===== src/pcpg_pkg.sv =====
package pcpg_pkg;

	// Fixed field widths of the configuration registers and the result item.
	localparam int PIX_W      = 12;
	localparam int KIND_W     = 3;
	localparam int COEF_W     = 9;
	localparam int CTR_W      = 10;
	localparam int STEP_W     = 16;
	localparam int CFG_IDX_W  = 3;
	localparam int CFG_DATA_W = 16;

	localparam int PIX_MAX = 2047;
	localparam int PIX_MIN = -2048;

	// Configuration register indexes.
	localparam logic [CFG_IDX_W-1:0] CFG_CURVE_KIND = 3'd0;
	localparam logic [CFG_IDX_W-1:0] CFG_RADIUS_A   = 3'd1;
	localparam logic [CFG_IDX_W-1:0] CFG_OFFSET_B   = 3'd2;
	localparam logic [CFG_IDX_W-1:0] CFG_CENTER_X   = 3'd3;
	localparam logic [CFG_IDX_W-1:0] CFG_CENTER_Y   = 3'd4;
	localparam logic [CFG_IDX_W-1:0] CFG_ANGLE_STEP = 3'd5;

	// Curve kinds.
	localparam logic [KIND_W-1:0] KIND_LIMACON  = 3'd0;
	localparam logic [KIND_W-1:0] KIND_CARDIOID = 3'd1;
	localparam logic [KIND_W-1:0] KIND_ROSE3    = 3'd2;
	localparam logic [KIND_W-1:0] KIND_ROSE4    = 3'd3;
	localparam logic [KIND_W-1:0] KIND_SPIRAL   = 3'd4;

	// Register values after reset.
	localparam logic [KIND_W-1:0] RST_CURVE_KIND = KIND_LIMACON;
	localparam logic [COEF_W-1:0] RST_RADIUS_A   = 9'd175;
	localparam logic [COEF_W-1:0] RST_OFFSET_B   = 9'd60;
	localparam logic [CTR_W-1:0]  RST_CENTER_X   = 10'd200;
	localparam logic [CTR_W-1:0]  RST_CENTER_Y   = 10'd250;
	localparam logic [STEP_W-1:0] RST_ANGLE_STEP = 16'd374;

	// CORDIC gain and arctangent table, all with 30 fraction bits.
	localparam longint CORDIC_GAIN_Q30 = 64'sd652032874;
	localparam int     ATAN_LEN        = 20;
	localparam longint ATAN_Q30 [ATAN_LEN] = '{
		64'sd843314857, 64'sd497837829, 64'sd263043837, 64'sd133525159, 64'sd67021687,
		64'sd33543516,  64'sd16775851,  64'sd8388437,   64'sd4194283,   64'sd2097149,
		64'sd1048576,   64'sd524288,    64'sd262144,    64'sd131072,    64'sd65536,
		64'sd32768,     64'sd16384,     64'sd8192,      64'sd4096,      64'sd2048
	};

	// Rescale a value with 30 fraction bits to frac_bits, rounding half up.
	function automatic longint q30_to_fix(longint v, int frac_bits);
		longint half;
		half = longint'(1) <<< (29 - frac_bits);
		return (v + half) >>> (30 - frac_bits);
	endfunction

	function automatic longint atan_fix(int idx, int frac_bits);
		return q30_to_fix(ATAN_Q30[idx], frac_bits);
	endfunction

	typedef enum logic [2:0] {
		CD_IDLE,
		CD_REDUCE,
		CD_FOLD,
		CD_ROTATE,
		CD_DONE
	} cd_state_t;

	typedef enum logic [3:0] {
		ST_IDLE,
		ST_TRIG,
		ST_TRIG_K,
		ST_MUL_R,
		ST_RADIUS,
		ST_MUL_X,
		ST_MUL_Y,
		ST_PLACE_Y,
		ST_OUT
	} seq_state_t;

endpackage


===== src/pcpg_mul.sv =====
module pcpg_mul #(
	parameter int A_W = 29,
	parameter int B_W = 18
) (
	input  logic                     clk,
	input  logic signed [A_W-1:0]    op_a,
	input  logic signed [B_W-1:0]    op_b,
	output logic signed [A_W+B_W-1:0] prod
);

	logic signed [A_W+B_W-1:0] prod_q;

	// Signed product, registered so the next operation starts from a flop.
	always_ff @(posedge clk) begin
		prod_q <= op_a * op_b;
	end

	assign prod = prod_q;

endmodule


===== src/pcpg_cordic.sv =====
module pcpg_cordic #(
	parameter int FULL_TURN = 411774,
	parameter int FRAC_BITS = 16
) (
	input  logic                              clk,
	input  logic                              arst_n,
	input  logic                              start,
	input  logic [$clog2(3*FULL_TURN)-1:0]    angle,
	output logic                              done,
	output logic signed [FRAC_BITS+1:0]       cos_val,
	output logic signed [FRAC_BITS+1:0]       sin_val
);

	localparam int HALF_TURN    = FULL_TURN / 2;
	localparam int QUARTER_TURN = FULL_TURN / 4;
	localparam int ANG_W        = $clog2(3*FULL_TURN);
	localparam int TH_W         = $clog2(FULL_TURN);
	localparam int XY_W         = FRAC_BITS + 2;
	localparam int Z_W          = ((TH_W > FRAC_BITS + 1) ? TH_W : FRAC_BITS + 1) + 1;
	localparam int IT_W         = $clog2(FRAC_BITS);

	localparam logic [ANG_W-1:0] FULL_A    = ANG_W'(FULL_TURN);
	localparam logic [ANG_W-1:0] HALF_A    = ANG_W'(HALF_TURN);
	localparam logic [ANG_W-1:0] QUARTER_A = ANG_W'(QUARTER_TURN);
	localparam logic signed [Z_W-1:0]  HALF_Z = Z_W'(HALF_TURN);
	localparam logic signed [XY_W-1:0] GAIN   =
		XY_W'(pcpg_pkg::q30_to_fix(pcpg_pkg::CORDIC_GAIN_Q30, FRAC_BITS));
	localparam logic [IT_W-1:0] LAST_IT = IT_W'(FRAC_BITS - 1);

	pcpg_pkg::cd_state_t state_q, state_n;

	logic [ANG_W-1:0]       ang_q;
	logic                   neg_q;
	logic signed [XY_W-1:0] x_q, y_q;
	logic signed [Z_W-1:0]  z_q;
	logic [IT_W-1:0]        it_q;

	logic [ANG_W-1:0]       ang_half;
	logic                   neg_half;
	logic signed [XY_W-1:0] shift_x, shift_y;
	logic signed [Z_W-1:0]  atan_v;

	always_comb begin
		state_n = state_q;
		case (state_q)
			pcpg_pkg::CD_IDLE: begin
				if (start) state_n = pcpg_pkg::CD_REDUCE;
			end
			pcpg_pkg::CD_REDUCE: begin
				if (ang_q < FULL_A) state_n = pcpg_pkg::CD_FOLD;
			end
			pcpg_pkg::CD_FOLD: begin
				state_n = pcpg_pkg::CD_ROTATE;
			end
			pcpg_pkg::CD_ROTATE: begin
				if (it_q == LAST_IT) state_n = pcpg_pkg::CD_DONE;
			end
			pcpg_pkg::CD_DONE: begin
				state_n = start ? pcpg_pkg::CD_REDUCE : pcpg_pkg::CD_IDLE;
			end
			default: state_n = pcpg_pkg::CD_IDLE;
		endcase
	end

	always_comb begin
		done    = (state_q == pcpg_pkg::CD_DONE);
		cos_val = neg_q ? -x_q : x_q;
		sin_val = neg_q ? -y_q : y_q;
	end

	// Fold into the right half plane; a negated result undoes each half-turn shift.
	always_comb begin
		ang_half = (ang_q >= HALF_A) ? ang_q - HALF_A : ang_q;
		neg_half = (ang_q >= HALF_A);
		shift_x  = x_q >>> it_q;
		shift_y  = y_q >>> it_q;
		atan_v   = Z_W'(pcpg_pkg::atan_fix(int'(it_q), FRAC_BITS));
	end

	always_ff @(posedge clk or negedge arst_n) begin
		if (!arst_n) begin
			state_q <= pcpg_pkg::CD_IDLE;
			it_q    <= '0;
		end else begin
			state_q <= state_n;
			if (state_q == pcpg_pkg::CD_FOLD) begin
				it_q <= '0;
			end else if (state_q == pcpg_pkg::CD_ROTATE) begin
				it_q <= it_q + 1'b1;
			end
		end
	end

	always_ff @(posedge clk) begin
		case (state_q)
			pcpg_pkg::CD_IDLE, pcpg_pkg::CD_DONE: begin
				if (start) ang_q <= angle;
			end
			pcpg_pkg::CD_REDUCE: begin
				if (ang_q >= FULL_A) ang_q <= ang_q - FULL_A;
			end
			pcpg_pkg::CD_FOLD: begin
				x_q <= GAIN;
				y_q <= '0;
				if (ang_half > QUARTER_A) begin
					z_q   <= Z_W'(ang_half) - HALF_Z;
					neg_q <= !neg_half;
				end else begin
					z_q   <= Z_W'(ang_half);
					neg_q <= neg_half;
				end
			end
			pcpg_pkg::CD_ROTATE: begin
				if (!z_q[Z_W-1]) begin
					x_q <= x_q - shift_y;
					y_q <= y_q + shift_x;
					z_q <= z_q - atan_v;
				end else begin
					x_q <= x_q + shift_y;
					y_q <= y_q - shift_x;
					z_q <= z_q + atan_v;
				end
			end
			default: begin
			end
		endcase
	end

endmodule


===== src/polar_curve_point_generator.sv =====
// Polar curve point generator. Each accepted input item produces one point of a polar curve
// (limacon, cardioid, three- or four-leaf rose, or spiral) at an angle that advances by
// angle_step per item, starting again at the first angle when restart is set or after the
// flagged last point of a turn; an item whose angle would reach a full turn produces no point
// and rewinds the curve. All work goes through one iterative CORDIC unit (one rotation per
// cycle) and one registered signed multiplier under a small sequencer, so the block takes one
// item at a time: limacon, cardioid and spiral make one CORDIC pass and a radius product,
// unknown kinds skip the radius product, and the roses need a second CORDIC pass for the
// multiple angle. A finished point waits in the output register, and the next item is
// taken meanwhile. Configuration registers are written through cfg_we, cfg_index and
// cfg_data and should be changed only while the block is idle; coordinates saturate to
// the 12-bit signed range.
module polar_curve_point_generator #(
	parameter int FULL_TURN       = 411774,
	parameter int ANGLE_FRAC_BITS = 16
) (
	input  logic                                   clk,
	input  logic                                   arst_n,
	input  logic                                   cfg_we,
	input  logic [pcpg_pkg::CFG_IDX_W-1:0]         cfg_index,
	input  logic [pcpg_pkg::CFG_DATA_W-1:0]        cfg_data,
	input  logic                                   in_valid,
	output logic                                   in_ready,
	input  logic                                   restart,
	output logic                                   out_valid,
	input  logic                                   out_ready,
	output logic signed [pcpg_pkg::PIX_W-1:0]      point_x,
	output logic signed [pcpg_pkg::PIX_W-1:0]      point_y,
	output logic                                   last_point
);

	localparam int F      = ANGLE_FRAC_BITS;
	localparam int TH_W   = $clog2(FULL_TURN);
	localparam int ANG_W  = $clog2(3*FULL_TURN);
	localparam int T_W    = F + 2;
	// The radius must hold both the limacon (about a * 2^(F+3)) and the spiral (a * theta).
	localparam int R_W    = (F + 13 > TH_W + 10) ? F + 13 : TH_W + 10;
	localparam int P_W    = R_W + T_W;
	localparam int RND_SH = 2*F + 2;
	localparam int V_W    = R_W - F + 1;

	localparam int PIX_W  = pcpg_pkg::PIX_W;
	localparam int KIND_W = pcpg_pkg::KIND_W;
	localparam int COEF_W = pcpg_pkg::COEF_W;
	localparam int CTR_W  = pcpg_pkg::CTR_W;
	localparam int STEP_W = pcpg_pkg::STEP_W;

	localparam logic [TH_W:0]          FULL_T = (TH_W+1)'(FULL_TURN);
	localparam logic signed [V_W-1:0]  V_MAX  = V_W'(pcpg_pkg::PIX_MAX);
	localparam logic signed [V_W-1:0]  V_MIN  = V_W'(pcpg_pkg::PIX_MIN);

	// Configuration registers.
	logic [KIND_W-1:0] kind_q;
	logic [COEF_W-1:0] radius_a_q;
	logic [COEF_W-1:0] offset_b_q;
	logic [CTR_W-1:0]  center_x_q;
	logic [CTR_W-1:0]  center_y_q;
	logic [STEP_W-1:0] step_q;

	pcpg_pkg::seq_state_t state_q, state_n;

	// Angle of the last emitted point; zero means the next item starts a new turn.
	logic [TH_W-1:0] prev_q;
	logic [TH_W-1:0] theta_q;
	logic            last_q;

	logic signed [T_W-1:0]   c_q, s_q;
	logic signed [R_W-1:0]   r_q;
	logic signed [PIX_W-1:0] px_q, py_q;

	logic                    out_valid_q;
	logic signed [PIX_W-1:0] out_x_q, out_y_q;
	logic                    out_last_q;

	// Next angle and its checks.
	logic [TH_W-1:0] base;
	logic [TH_W:0]   theta_n;
	logic [TH_W+1:0] next_n;
	logic            theta_ok;
	logic            last_n;

	// Shared unit handshakes and operands.
	logic                  trig_start;
	logic [ANG_W-1:0]      trig_angle;
	logic                  trig_done;
	logic signed [T_W-1:0] trig_cos, trig_sin;
	logic signed [R_W-1:0] mul_a;
	logic signed [T_W-1:0] mul_b;
	logic signed [P_W-1:0] prod;

	logic [ANG_W-1:0]      ang2, ang3;
	logic signed [R_W-1:0] prod_r, bias, r_n;
	logic [COEF_W-1:0]     bias_coef;
	logic                  out_free;

	// Round the product half up, drop the fraction, add the center and saturate.
	function automatic logic signed [PIX_W-1:0] place(logic [CTR_W-1:0] ctr,
			logic signed [P_W-1:0] p);
		logic signed [P_W:0]   pr;
		logic signed [V_W-1:0] v;
		pr = (P_W+1)'(p) + ((P_W+1)'(1) <<< (RND_SH - 1));
		v  = V_W'(pr >>> RND_SH) + V_W'($signed({1'b0, ctr}));
		if (v > V_MAX) begin
			v = V_MAX;
		end else if (v < V_MIN) begin
			v = V_MIN;
		end
		return PIX_W'(v);
	endfunction

	always_comb begin
		base     = (restart || prev_q == '0) ? '0 : prev_q;
		theta_n  = (TH_W+1)'(base) + (TH_W+1)'(step_q);
		next_n   = (TH_W+2)'(theta_n) + (TH_W+2)'(step_q);
		theta_ok = (theta_n < FULL_T);
		last_n   = (next_n >= (TH_W+2)'(FULL_TURN));
		ang2     = ANG_W'(theta_q) << 1;
		ang3     = ang2 + ANG_W'(theta_q);
		out_free = !out_valid_q || out_ready;
	end

	// The cardioid is the limacon with the offset tied to the main radius.
	always_comb begin
		prod_r    = R_W'(prod);
		bias_coef = (kind_q == pcpg_pkg::KIND_CARDIOID) ? radius_a_q : offset_b_q;
		bias      = R_W'(bias_coef) << F;
		case (kind_q)
			pcpg_pkg::KIND_LIMACON, pcpg_pkg::KIND_CARDIOID: r_n = (prod_r + bias) <<< 2;
			pcpg_pkg::KIND_ROSE3, pcpg_pkg::KIND_ROSE4:      r_n = prod_r <<< 2;
			pcpg_pkg::KIND_SPIRAL:                           r_n = prod_r;
			default:                                         r_n = '0;
		endcase
	end

	// Sequencer: next state.
	always_comb begin
		state_n = state_q;
		case (state_q)
			pcpg_pkg::ST_IDLE: begin
				if (in_valid && theta_ok) state_n = pcpg_pkg::ST_TRIG;
			end
			pcpg_pkg::ST_TRIG: begin
				if (trig_done) begin
					case (kind_q)
						pcpg_pkg::KIND_ROSE3, pcpg_pkg::KIND_ROSE4:
							state_n = pcpg_pkg::ST_TRIG_K;
						pcpg_pkg::KIND_LIMACON, pcpg_pkg::KIND_CARDIOID,
						pcpg_pkg::KIND_SPIRAL:
							state_n = pcpg_pkg::ST_MUL_R;
						default:
							state_n = pcpg_pkg::ST_MUL_X;
					endcase
				end
			end
			pcpg_pkg::ST_TRIG_K: begin
				if (trig_done) state_n = pcpg_pkg::ST_MUL_R;
			end
			pcpg_pkg::ST_MUL_R:   state_n = pcpg_pkg::ST_RADIUS;
			pcpg_pkg::ST_RADIUS:  state_n = pcpg_pkg::ST_MUL_X;
			pcpg_pkg::ST_MUL_X:   state_n = pcpg_pkg::ST_MUL_Y;
			pcpg_pkg::ST_MUL_Y:   state_n = pcpg_pkg::ST_PLACE_Y;
			pcpg_pkg::ST_PLACE_Y: state_n = pcpg_pkg::ST_OUT;
			pcpg_pkg::ST_OUT: begin
				if (out_free) state_n = pcpg_pkg::ST_IDLE;
			end
			default: state_n = pcpg_pkg::ST_IDLE;
		endcase
	end

	// Sequencer: handshake, CORDIC start and multiplier operand selection.
	always_comb begin
		in_ready   = (state_q == pcpg_pkg::ST_IDLE);
		trig_start = 1'b0;
		trig_angle = ANG_W'(theta_n);
		mul_a      = r_q;
		mul_b      = s_q;
		case (state_q)
			pcpg_pkg::ST_IDLE: begin
				trig_start = in_valid && theta_ok;
			end
			pcpg_pkg::ST_TRIG: begin
				if (kind_q == pcpg_pkg::KIND_ROSE3) begin
					trig_start = trig_done;
					trig_angle = ang3;
				end else if (kind_q == pcpg_pkg::KIND_ROSE4) begin
					trig_start = trig_done;
					trig_angle = ang2;
				end
			end
			pcpg_pkg::ST_MUL_R: begin
				if (kind_q == pcpg_pkg::KIND_SPIRAL) begin
					mul_a = R_W'(theta_q);
					mul_b = T_W'(radius_a_q);
				end else if (kind_q == pcpg_pkg::KIND_ROSE3 ||
						kind_q == pcpg_pkg::KIND_ROSE4) begin
					mul_a = R_W'(radius_a_q);
					mul_b = trig_cos;
				end else begin
					mul_a = R_W'(radius_a_q);
					mul_b = c_q;
				end
			end
			pcpg_pkg::ST_MUL_X: begin
				mul_b = c_q;
			end
			default: begin
			end
		endcase
	end

	always_ff @(posedge clk or negedge arst_n) begin
		if (!arst_n) begin
			kind_q      <= pcpg_pkg::RST_CURVE_KIND;
			radius_a_q  <= pcpg_pkg::RST_RADIUS_A;
			offset_b_q  <= pcpg_pkg::RST_OFFSET_B;
			center_x_q  <= pcpg_pkg::RST_CENTER_X;
			center_y_q  <= pcpg_pkg::RST_CENTER_Y;
			step_q      <= pcpg_pkg::RST_ANGLE_STEP;
			state_q     <= pcpg_pkg::ST_IDLE;
			prev_q      <= '0;
			out_valid_q <= 1'b0;
		end else begin
			if (cfg_we) begin
				case (cfg_index)
					pcpg_pkg::CFG_CURVE_KIND: kind_q     <= cfg_data[KIND_W-1:0];
					pcpg_pkg::CFG_RADIUS_A:   radius_a_q <= cfg_data[COEF_W-1:0];
					pcpg_pkg::CFG_OFFSET_B:   offset_b_q <= cfg_data[COEF_W-1:0];
					pcpg_pkg::CFG_CENTER_X:   center_x_q <= cfg_data[CTR_W-1:0];
					pcpg_pkg::CFG_CENTER_Y:   center_y_q <= cfg_data[CTR_W-1:0];
					pcpg_pkg::CFG_ANGLE_STEP: step_q     <= cfg_data[STEP_W-1:0];
					default: begin
					end
				endcase
			end

			state_q <= state_n;

			// An item whose angle reaches a full turn makes no point and rewinds the curve.
			if (state_q == pcpg_pkg::ST_IDLE && in_valid) begin
				if (!theta_ok || last_n) begin
					prev_q <= '0;
				end else begin
					prev_q <= theta_n[TH_W-1:0];
				end
			end

			if (state_q == pcpg_pkg::ST_OUT && out_free) begin
				out_valid_q <= 1'b1;
			end else if (out_ready) begin
				out_valid_q <= 1'b0;
			end
		end
	end

	always_ff @(posedge clk) begin
		case (state_q)
			pcpg_pkg::ST_IDLE: begin
				theta_q <= theta_n[TH_W-1:0];
				last_q  <= last_n;
			end
			pcpg_pkg::ST_TRIG: begin
				if (trig_done) begin
					c_q <= trig_cos;
					s_q <= trig_sin;
					r_q <= '0;
				end
			end
			pcpg_pkg::ST_RADIUS: begin
				r_q <= r_n;
			end
			pcpg_pkg::ST_MUL_Y: begin
				px_q <= place(center_x_q, prod);
			end
			pcpg_pkg::ST_PLACE_Y: begin
				py_q <= place(center_y_q, prod);
			end
			pcpg_pkg::ST_OUT: begin
				if (out_free) begin
					out_x_q    <= px_q;
					out_y_q    <= py_q;
					out_last_q <= last_q;
				end
			end
			default: begin
			end
		endcase
	end

	pcpg_cordic #(
		.FULL_TURN (FULL_TURN),
		.FRAC_BITS (F)
	) u_cordic (
		.clk     (clk),
		.arst_n  (arst_n),
		.start   (trig_start),
		.angle   (trig_angle),
		.done    (trig_done),
		.cos_val (trig_cos),
		.sin_val (trig_sin)
	);

	pcpg_mul #(
		.A_W (R_W),
		.B_W (T_W)
	) u_mul (
		.clk  (clk),
		.op_a (mul_a),
		.op_b (mul_b),
		.prod (prod)
	);

	assign out_valid  = out_valid_q;
	assign point_x    = out_x_q;
	assign point_y    = out_y_q;
	assign last_point = out_last_q;

endmodule

===== config.mk =====
export PLATFORM = sky130hd
export DESIGN_NAME = polar_curve_point_generator
export DESIGN_NICKNAME = d
export VERILOG_FILES = /design/src/pcpg_pkg.sv /design/src/pcpg_mul.sv /design/src/pcpg_cordic.sv /design/src/polar_curve_point_generator.sv
export SDC_FILE = /design/constraint.sdc
export NUM_CORES = 2
export LEC_CHECK = 0
export BUFFER_PORTS_ARGS = -buffer_cell sky130_fd_sc_hd__buf_2
export CORE_MARGIN = 2
export CORE_UTILIZATION = 25
export CTS_CLUSTER_DIAMETER = 200
export CTS_CLUSTER_SIZE = 40
export DETAILED_ROUTE_END_ITERATION = 8
export HOLD_SLACK_MARGIN = 0.03
export PLACE_DENSITY = 0.4
export SKIP_CTS_REPAIR_TIMING = 1
export SLEW_MARGIN = 40
export SYNTH_ARGS = -nofsm -noshare
export SYNTH_HDL_FRONTEND = slang
export SYNTH_SLANG_ARGS = --single-unit

===== constraint.sdc =====
create_clock -name clk -period 22.7 [get_ports clk]
set_input_delay 4.54 -clock clk [delete_from_list [all_inputs] [get_ports clk]]
set_output_delay 4.54 -clock clk [all_outputs]
set_load 0.01 [all_outputs]

==> results.sh <==
export IMPL_relSlewSlack=0.427
export IMPL_gr_total_overflow=0
export IMPL_dieArea_sq_mm=0.176
export IMPL_fp_dieH_um=419
export IMPL_die_x_um=419
export IMPL_gp_congestion=0.824
export IMPL_routed_wl_mm=138
export IMPL_ant_nets=0
export IMPL_cts_sinks=343
export IMPL_dp_cells=6920
export IMPL_timing_rr_start="u_cordic.x_q[2]$_SDFFCE_PN1P_"
export IMPL_drive_above_1_share=0.0790
export IMPL_firstDrtPassIters=9
export IMPL_crit_type="flip-flop to flip-flop"
export IMPL_ys_seq_area_frac=0.219
export IMPL_synth_nets=5505
export IMPL_cts_tree="built"
export IMPL_dpl_hpwl_mm=109
export IMPL_wl_per_cell_um=19.9
export IMPL_final_nets=5429
export IMPL_cp_top_family="adder cells"
export IMPL_antenna_found_initial=3
export IMPL_r2r_slack_ps=12540
export IMPL_timing_hold_ws_ps=441
export IMPL_min_path_type="flip-flop to flip-flop"
export IMPL_cts_buffer_depth=3
export IMPL_hp_start="px_q[6]$_SDFFCE_PN1P_"
export IMPL_r2r_cells=29
export IMPL_slowest_delay_ps=650
export IMPL_finalNonFillerCells=6942
export IMPL_crit_arrival_ps=10650
export IMPL_start_kind="flip-flop"
export IMPL_synth_edff_count=212
export IMPL_critPathSlowestCell="a21boi_0"
export IMPL_io_pins=52
export IMPL_cp_num_buf_inv=3
export IMPL_min_period_over_period=0.448
export IMPL_r2r_end="u_mul.prod[46]$_DFF_P_"
export IMPL_critical_path_top_cell_by_count="fa_1"
export IMPL_final_hold_viol_count=0
export IMPL_syn_avg_cell_area_sq_um=9.18
export IMPL_grt_max_degree=66
export IMPL_portBuffers=51
export IMPL_async_flop_share=0.257
export IMPL_fin_tns_setup_ps=0
export IMPL_grt_pass1_wl_mm=214
export IMPL_layout_min_cycle_time_ps=10160
export IMPL_grtUsageTotal=0.157
export IMPL_drc=0
export IMPL_synthFlopType="edfxtp_1"
export IMPL_syn_to_final_growth_pct=7.87
export IMPL_clk_latency_ps=590
export IMPL_worst_slew_pin_slew_ps=859
export IMPL_slew_viol_final=0
export IMPL_finalSetupViolations=0
export IMPL_drv_cap=0
export IMPL_synthTopCellsByArea="fa_1 (24%), edfxtp_1 (15%), ha_1 (7.7%), inv_1 (5.8%), nand2_1 (4.8%)"
export IMPL_start_util=0.251
export IMPL_core_area_sq_mm=0.172
export IMPL_yosys_register_bits=343
export IMPL_ys_warn_count=0
export IMPL_path_max_fanout=30
export IMPL_vias_per_cell=4.73
export IMPL_synth_top_area_frac=0.239
export IMPL_skew_ps=46.5
export IMPL_drtIter0Drc=2179
export IMPL_ys_types=94
export IMPL_syn_area_sq_mm=0.0431
export IMPL_synthCells=4701
export IMPL_vias=32900
export IMPL_synth_top_cell_by_area="fa_1"
export IMPL_hold_depth=0
export IMPL_numCtsBuffers=12
export IMPL_hold_end="point_x[6]$_DFFE_PP_"
export IMPL_status="finished, final reports clean"
export IMPL_h_tree_depth=1
export IMPL_critical_path_endpoint_type="flip-flop"
export IMPL_grt_pass1_vias=34000
export IMPL_timing_fmax_ghz=0.0984
export IMPL_cts_root_buffer="clkbuf_16"
export IMPL_rsz0062_at_grt="false"
export IMPL_rows=152
export IMPL_required_ps=23190
export IMPL_clkTransAtPathRegs_ps=160
==> stage by stage <==
| stage | instance area [sq um] | util | setup WS [ps] |
|---|---|---|---|
| after global routing | 46500 | 0.271 | 12090 |
| after global placement | 46100 | 0.269 | 12500 |
| after floorplan | 43100 | - | 13160 |
| final | 46500 | 0.271 | 12540 |
| after CTS | 46500 | 0.271 | 12490 |
| after detailed placement | 46200 | 0.269 | 12380 |
==> sequential cells by signal, summed over array words and instances, names as in the netlist, 4 cells and up <==
register	cells
c_q	18
radius_a_q	9
s_q	18
r_q	29
u_cordic.x_q	18
u_cordic.it_q	4
u_cordic.z_q	20
point_x	12
u_cordic.ang_q	21
px_q	12
center_y_q	10
u_mul.prod	43
state_q	4
step_q	16
offset_b_q	9
u_cordic.y_q	18
py_q	12
prev_q	19
point_y	12
center_x_q	10
theta_q	19
==> worst max path at each step <==
stage / start / to / slack, ps / depth (start not counted)
finish: u_cordic.x_q[2]$_SDFFCE_PN1P_ / u_mul.prod[46]$_DFF_P_ / 12540 / 29
global route: u_cordic.x_q[2]$_SDFFCE_PN1P_ / u_mul.prod[46]$_DFF_P_ / 12090 / 29
CTS: u_cordic.x_q[2]$_SDFFCE_PN1P_ / u_mul.prod[46]$_DFF_P_ / 12490 / 29
detailed placement: restart / prev_q[3]$_DFFE_PN0P_ / 12380 / 21
global placement: kind_q[0]$_DFFE_PN0P_ / u_mul.prod[46]$_DFF_P_ / 12500 / 28
floorplan: restart / prev_q[10]$_DFFE_PN0P_ / 13160 / 22
==> metal layers <==
| metal | GRT usage | vias to the layer above | part of all wire |
|---|---|---|---|
| li1 | - | 15500 | - |
| met1 | 0.226 | 16800 | 0.49 |
| met2 | 0.265 | 505 | 0.47 |
| met3 | 0.00960 | 65 | 0.029 |
| met4 | 0.0187 | 0 | 0.011 |
| met5 | 0 | - | 0 |
==> cell usage in the layout (no fill, tap or decap), types with 23 or more instances in the layout <==
cell      count
xnor2_1     199
buf_2        51
nor2b_1      84
a31oi_1      42
nand3_1      59
dfrtp_1      60
mux2_2       75
ha_1        265
o21ai_0     177
o21a_1       39
buf_4        72
o211ai_1     32
o21bai_1     23
a21oi_1     206
nand2b_1     39
a21o_1       67
nor3_1       60
mux2i_1      40
and3_1       31
edfxtp_1    212
nor2_1      364
dfstp_2      25
xor2_1       87
a211oi_1     36
and2_1       58
inv_1       664
dfxtp_1      43
nand2_1     553
mux4_2       41
fa_1        514
a22o_1       30
==> kinds of logic (layout without fill, tap and decap cells) <==
kind of cell,after synthesis,count (layout),share of synthesized area
compound gates,855,855,0.130
buf+inv,886,816,0.0781
xor+xnor,286,286,0.0581
fa+ha+maj,779,779,0.315
mux,157,157,0.0505
flops,343,343,0.219
simple gates,1395,1395,0.148
other cells,0,1,0
==> cell type report <==
class	count	area, sq um
fillers	18600	125000
multi-input cells	3472	30500
flip-flops and latches	343	9460
well taps	2310	2890
inverters	669	2510
repair buffers	127	845
clock buffers	19	348
clock inverters	1	20.0
diodes	1	2.50
==> synthesized netlist by cell type, drive strengths merged, types with 24 or more instances <==
library cell  count
a211oi           38
a21o             67
a21oi           207
a22o             32
a31oi            43
and2             60
and3             31
buf              29
clkbuf          188
dfrtp            63
dfstp            25
dfxtp            43
edfxtp          212
fa              514
ha              265
inv             668
mux2             75
mux2i            41
mux4             41
nand2           553
nand2b           39
nand3            59
nor2            368
nor2b            85
nor3             60
nor4             25
o211ai           32
o21a             39
o21ai           193
o31ai            24
or3              24
xnor2           199
xor2             87
Power is left out: the tool's default activity adds up to more than one toggle a clock period on the data nets, which glitch-free logic cannot reach.
